## src/sv/blet_pkg.sv

```systemverilog
`default_nettype none
package blet_pkg;

  localparam int unsigned WindowDepth = 8;
  localparam int unsigned SlotW = (WindowDepth > 1) ? $clog2(WindowDepth) : 1;

  localparam logic [2:0] RegMidRate    = 3'd0;
  localparam logic [2:0] RegPeakRise   = 3'd1;
  localparam logic [2:0] RegPeakFall   = 3'd2;
  localparam logic [2:0] RegPeakHold   = 3'd3;
  localparam logic [2:0] RegPeakFloor  = 3'd4;
  localparam logic [2:0] RegTroughFall = 3'd5;
  localparam logic [2:0] RegTroughRise = 3'd6;

  // Commands from the controller to the datapath
  typedef struct packed {
    logic load;      // capture input beat, step midpoint
    logic dev;       // finish midpoint, restart window scan
    logic scan;      // fold one window entry into the level
    logic peak_mul;  // peak blend products
    logic peak_upd;  // peak / hold / floor, trough blend products
    logic trough;    // trough blend
    logic div_init;  // start both divisions
    logic div_step;  // one quotient bit each
    logic publish;   // move quotients to the output register
  } blet_cmd_t;

  typedef struct packed {
    logic scan_last;
    logic div_last;
  } blet_sts_t;

  // floor((old*(65536-r) + nw*r) / 65536), one 32x17 product each side
  function automatic logic [31:0] blend_fn(input logic [48:0] pa, input logic [48:0] pb);
    logic [49:0] s;
    s = {1'b0, pa} + {1'b0, pb};
    return s[47:16];
  endfunction

endpackage
`default_nettype wire

```

## src/sv/blet_ctrl.sv

```systemverilog
`default_nettype none
module blet_ctrl import blet_pkg::*; (
  input  wire logic      clk_i,
  input  wire logic      rst_ni,
  input  wire logic      in_valid_i,
  output logic           in_stall_o,
  output logic           out_valid_o,
  input  wire logic      out_stall_i,
  input  wire blet_sts_t sts_i,
  output blet_cmd_t      cmd_o
);

  typedef enum logic [3:0] {
    S_IDLE, S_MID, S_DEV, S_SCAN, S_PMUL, S_PUPD, S_TROUGH, S_DINIT, S_DIV, S_PUB
  } state_e;

  state_e state_q;
  logic   ovalid_q;

  assign in_stall_o  = (state_q != S_IDLE);
  assign out_valid_o = ovalid_q;

  always_comb begin
    cmd_o          = '0;
    cmd_o.load     = (state_q == S_IDLE) && in_valid_i;
    cmd_o.dev      = (state_q == S_DEV);
    cmd_o.scan     = (state_q == S_SCAN);
    cmd_o.peak_mul = (state_q == S_PMUL);
    cmd_o.peak_upd = (state_q == S_PUPD);
    cmd_o.trough   = (state_q == S_TROUGH);
    cmd_o.div_init = (state_q == S_DINIT);
    cmd_o.div_step = (state_q == S_DIV);
    cmd_o.publish  = (state_q == S_PUB) && !(ovalid_q && out_stall_i);
  end

  always_ff @(posedge clk_i or negedge rst_ni) begin
    if (!rst_ni) begin
      state_q  <= S_IDLE;
      ovalid_q <= 1'b0;
    end else begin
      if (state_q == S_PUB && !(ovalid_q && out_stall_i)) ovalid_q <= 1'b1;
      else if (ovalid_q && !out_stall_i) ovalid_q <= 1'b0;
      case (state_q)
        S_IDLE:   if (in_valid_i) state_q <= S_MID;
        S_MID:    state_q <= S_DEV;
        S_DEV:    state_q <= S_SCAN;
        S_SCAN:   if (sts_i.scan_last) state_q <= S_PMUL;
        S_PMUL:   state_q <= S_PUPD;
        S_PUPD:   state_q <= S_TROUGH;
        S_TROUGH: state_q <= S_DINIT;
        S_DINIT:  state_q <= S_DIV;
        S_DIV:    if (sts_i.div_last) state_q <= S_PUB;
        S_PUB: begin
          if (!(ovalid_q && out_stall_i)) begin
            state_q  <= S_IDLE;
          end
        end
        default:  state_q <= S_IDLE;
      endcase
    end
  end

  a_stall_busy: assert property (@(posedge clk_i) disable iff (!rst_ni)
    (state_q != S_IDLE) |-> in_stall_o) else $error("accepting while busy");
  a_pub_once: assert property (@(posedge clk_i) disable iff (!rst_ni)
    cmd_o.publish |=> (ovalid_q && state_q == S_IDLE)) else $error("publish lost");
  a_hold: assert property (@(posedge clk_i) disable iff (!rst_ni)
    (ovalid_q && out_stall_i) |=> ovalid_q) else $error("result dropped");

endmodule
`default_nettype wire

```

## config.mk

```make
export PLATFORM = sky130hd
export DESIGN_NAME = blet_ctrl
export DESIGN_NICKNAME = d
export VERILOG_FILES = /design/src/sv/blet_pkg.sv /design/src/sv/blet_ctrl.sv
export SDC_FILE = /design/constraint.sdc
export NUM_CORES = 1
export LEC_CHECK = 0
export BUFFER_PORTS_ARGS = -buffer_cell sky130_fd_sc_hd__buf_2
export CORE_AREA = 2 2 39 41
export DETAILED_ROUTE_END_ITERATION = 10
export DIE_AREA = 0 0 41 43
export GPL_TIMING_DRIVEN = 0
export PLACE_DENSITY = 0.59
export SYNTH_ARGS = -nofsm -noshare
export SYNTH_HDL_FRONTEND = slang
export SYNTH_SLANG_ARGS = --single-unit
```

## constraint.sdc

```tcl
create_clock -name clk_i -period 1.85 [get_ports clk_i]
set_clock_uncertainty 0.05 [all_clocks]
set_input_delay 0.185 -clock clk_i [delete_from_list [all_inputs] [get_ports clk_i]]
set_output_delay 0.185 -clock clk_i [all_outputs]
set_load 0.02 [all_outputs]
```

==> results.py <==
metrics = {
    "layout": {
        "antenna_cells": 0,
        "synthToLayoutAreaGrowth_pct": 51.11,
        "nFillCells": 150,
        "drive_above_1_share_pct": 44.12,
        "stdcell_area_sq_um": 510.5,
        "multiInputGateArea_sq_um": 177.7,
        "fin_nets": 75,
        "regArea_sq_um": 125.1,
    },
    "sta": {
        "period_needed_ps": 1789,
        "slew_violations": 0,
        "setup_slack_ps": 60.85,
        "worst_pin_slew_ps": 359.6,
        "setup_viol": 0,
        "slew-limit-headroom_pct": 76.03,
        "finalHoldViolations": 0,
        "fmax_mhz": 558.9,
        "fin_crit_sh_pct": 96.71,
    },
    "synthesis": {
        "yosysUniqueCellTypes": 20,
        "avgSynthCellArea_sq_um": 7.856,
        "yosysWarningCount": 0,
        "seq_area_frac_synth_pct": 37.04,
        "syn-instance-count": 43,
        "synth-seq-cells": 5,
        "yosys-top-cells-area": "dfrtp_1 37%, nor2_1 7.8%, nor3_1 7.4%",
        "synth_top_area_share_pct": 37.04,
        "syn_nets": 49,
        "syn_area_sq_um": 337.8,
        "yosys.area.top_type": "dfrtp_1",
    },
    "worst_setup_path": {
        "path_max_fanout": 6,
        "path_delay_family": "simple AND/OR/NAND/NOR gates",
        "cp.required_ps": 1620,
        "cp_common_cell": "buf_6",
        "critPathLaunchType": "flop",
        "path_cells": "buf_6 -> or3b_4 -> or2_1 -> a21oi_2 -> buf_6",
        "slowest_stage": "or3b_4",
        "cp-end-kind": "output pin",
        "worst-path-buf-inv": 2,
        "critPathArrivalTime_ps": 1550,
        "startpoint": "state_q[3]$_DFFE_PN0P_",
        "cp_slowest_stage_delay_ps": 380,
        "timing.rr.start": "state_q[3]$_DFFE_PN0P_",
        "path_class": "reg -> out",
    },
    "global_routing": {
        "grtUsageTotal_pct": 10.48,
        "antenna_found_initial": 0,
        "grt_max_degree": 11,
        "grt_pass1_wl_microns": 1228,
        "grt-ovfl-total": 0,
        "grt_pass1_vias": 315,
    },
    "routing": {
        "viasPerCell": 4.619,
        "vias": 388,
        "finalWirelength_microns": 848,
        "drc": 0,
        "drt_iter0_drc": 4,
        "ant_nets": 0,
        "avgRoutedWirePerCell_microns": 10.10,
        "firstDrtPassIters": 4,
    },
    "power": {
        "p_leak_nw": 0.2757,
        "max-vdd-ir-drop_mv": 0.4127,
        "p_per_area_nw_per_um2": 1610,
        "totalPowerFinal_mw": 0.8220,
    },
    "cts": {
        "cts_sinks": 5,
        "cts_max_level": 1,
        "clkTransAtPathRegs_ps": 50,
        "cts_tree": "done",
        "cts_made_buffers": 3,
        "clockBufferDepth": 2,
        "clk_latency_ps": 240,
        "root_buffer": "clkbuf_4",
    },
    "floorplan": {
        "coreArea_sq_um": 1384,
        "std_cell_rows": 14,
        "die_y_microns": 43,
        "die_x_microns": 41,
        "ios": 17,
        "start_util_pct": 24.41,
        "die_area_sq_um": 1763,
    },
    "hold_path": {
        "hold_start": "out_stall_i",
        "min-delay-path-class": "in -> reg",
    },
    "placement": {
        "place_congestion": 0.6943,
        "pre_cts_ws_ps": 205.6,
        "dp_hpwl_microns": 630,
        "postPlaceCellArea_sq_um": 437.9,
        "portBuffers": 16,
    },
    "job": {
        "max-cap-violations": 0,
    },
    "status": {
        "outcome": "finished, final reports clean",
    },
}
[path summary, 6_finish.rpt]
| check | slack (ps) | to | depth (start not counted) |
|---|---|---|---|
| setup / recovery | 60 | cmd_o[0] | 5 |
| hold / removal | 160 | out_valid_o$_DFFE_PN0P_ | 3 |
| setup reg to reg | 480 | out_valid_o$_DFFE_PN0P_ | 5 |
| hold reg to reg | 480 | state_q[2]$_DFFE_PN0P_ | 2 |
| max in group asynchronous | 1390 | out_valid_o$_DFFE_PN0P_ | 2 |
| min in group asynchronous | 230 | state_q[0]$_DFFE_PN0P_ | 2 |
[through the flow]
stage / TNS (ps) / hold slack (ps) / util, % / instances
5_1_grt: -4.995 / 178.2 / 36.89 / 84
3_3_place_gp: 0 / -48.51 / 31.65 / 75
2_1_floorplan: 0 / -160.6 / - / 43
4_1_cts: 0 / 160.2 / 36.35 / 83
6_report: 0 / 164.1 / 36.89 / 84
3_5_place_dp: 0 / -46.60 / 31.65 / 75
[logic make-up (layout without fill, tap and decap cells)]
kind of cell,Yosys count,in the layout,share of synthesized area [%]
compound gates,7,7,12.96
simple gates,26,26,38.89
buf+inv,5,30,11.11
flops,5,5,37.04
[per-layer routing]
metal  global-route usage, %  vias up  wire length (microns)
met5                       0        -                      0
met4                   2.000        0                      0
met3                   6.283        0                     56
met2                   15.94       12                    446
met1                   12.38      178                    345
li1                        -      198                      -
[flip-flops by register name, indices dropped and copies added, names as in the netlist]
register / cells
out_valid_o: 1
state_q: 4
[synth_stat cells (all sizes together)]
library cell  n
a21oi         4
nand2b        1
a2bb2oi       1
and3          2
or3b          1
buf           3
nor4b         1
clkbuf        1
nand2         6
inv           1
or2           2
nor2          7
dfrtp         5
o21ai         1
nand4b        1
nor3          5
o22ai         1
[worst min-delay path, cell delays in order]
cell and delay (ps):
buf_2 110, nand2_1 70, nand2_1 60
[power breakdown]
group	leakage (nW)	switching, mW	internal, mW
registers	0.0631	0.0216	0.154
clock network	0.0177	0.0457	0.0782
logic	0.195	0.309	0.214
[layout by cell type (no fill, tap or decap), types with 2 or more instances in the layout]
| cell type | netlist | routed |
|---|---|---|
| nor3_1 | 5 | 5 |
| buf_4 | 1 | 6 |
| clkbuf_4 | 0 | 3 |
| and3_1 | 2 | 2 |
| nor2_1 | 7 | 7 |
| dfrtp_1 | 5 | 5 |
| a21oi_1 | 3 | 3 |
| buf_6 | 2 | 2 |
| buf_2 | 0 | 15 |
| nand2_1 | 6 | 6 |
[area by class of cell]
cell class | instances | share of cell area, %
multi-input cells | 33 | 34.80
clock inverters | 1 | 0.9804
inverters | 1 | 0.7353
flip-flops and latches | 5 | 24.51
clock buffers | 3 | 4.412
repair buffers | 22 | 26.23
well taps | 16 | 3.922
plain buffers | 3 | 4.412
[what timing repair did]
action,CTS,global route
hold endpoints to repair,5,0
buffers inserted,3,2
hold buffers,1,0
setup endpoints to repair,1,1
resized for setup,2,1
pin swaps,2,2
cloned,0,0
(Power assumes the default switching activity.)
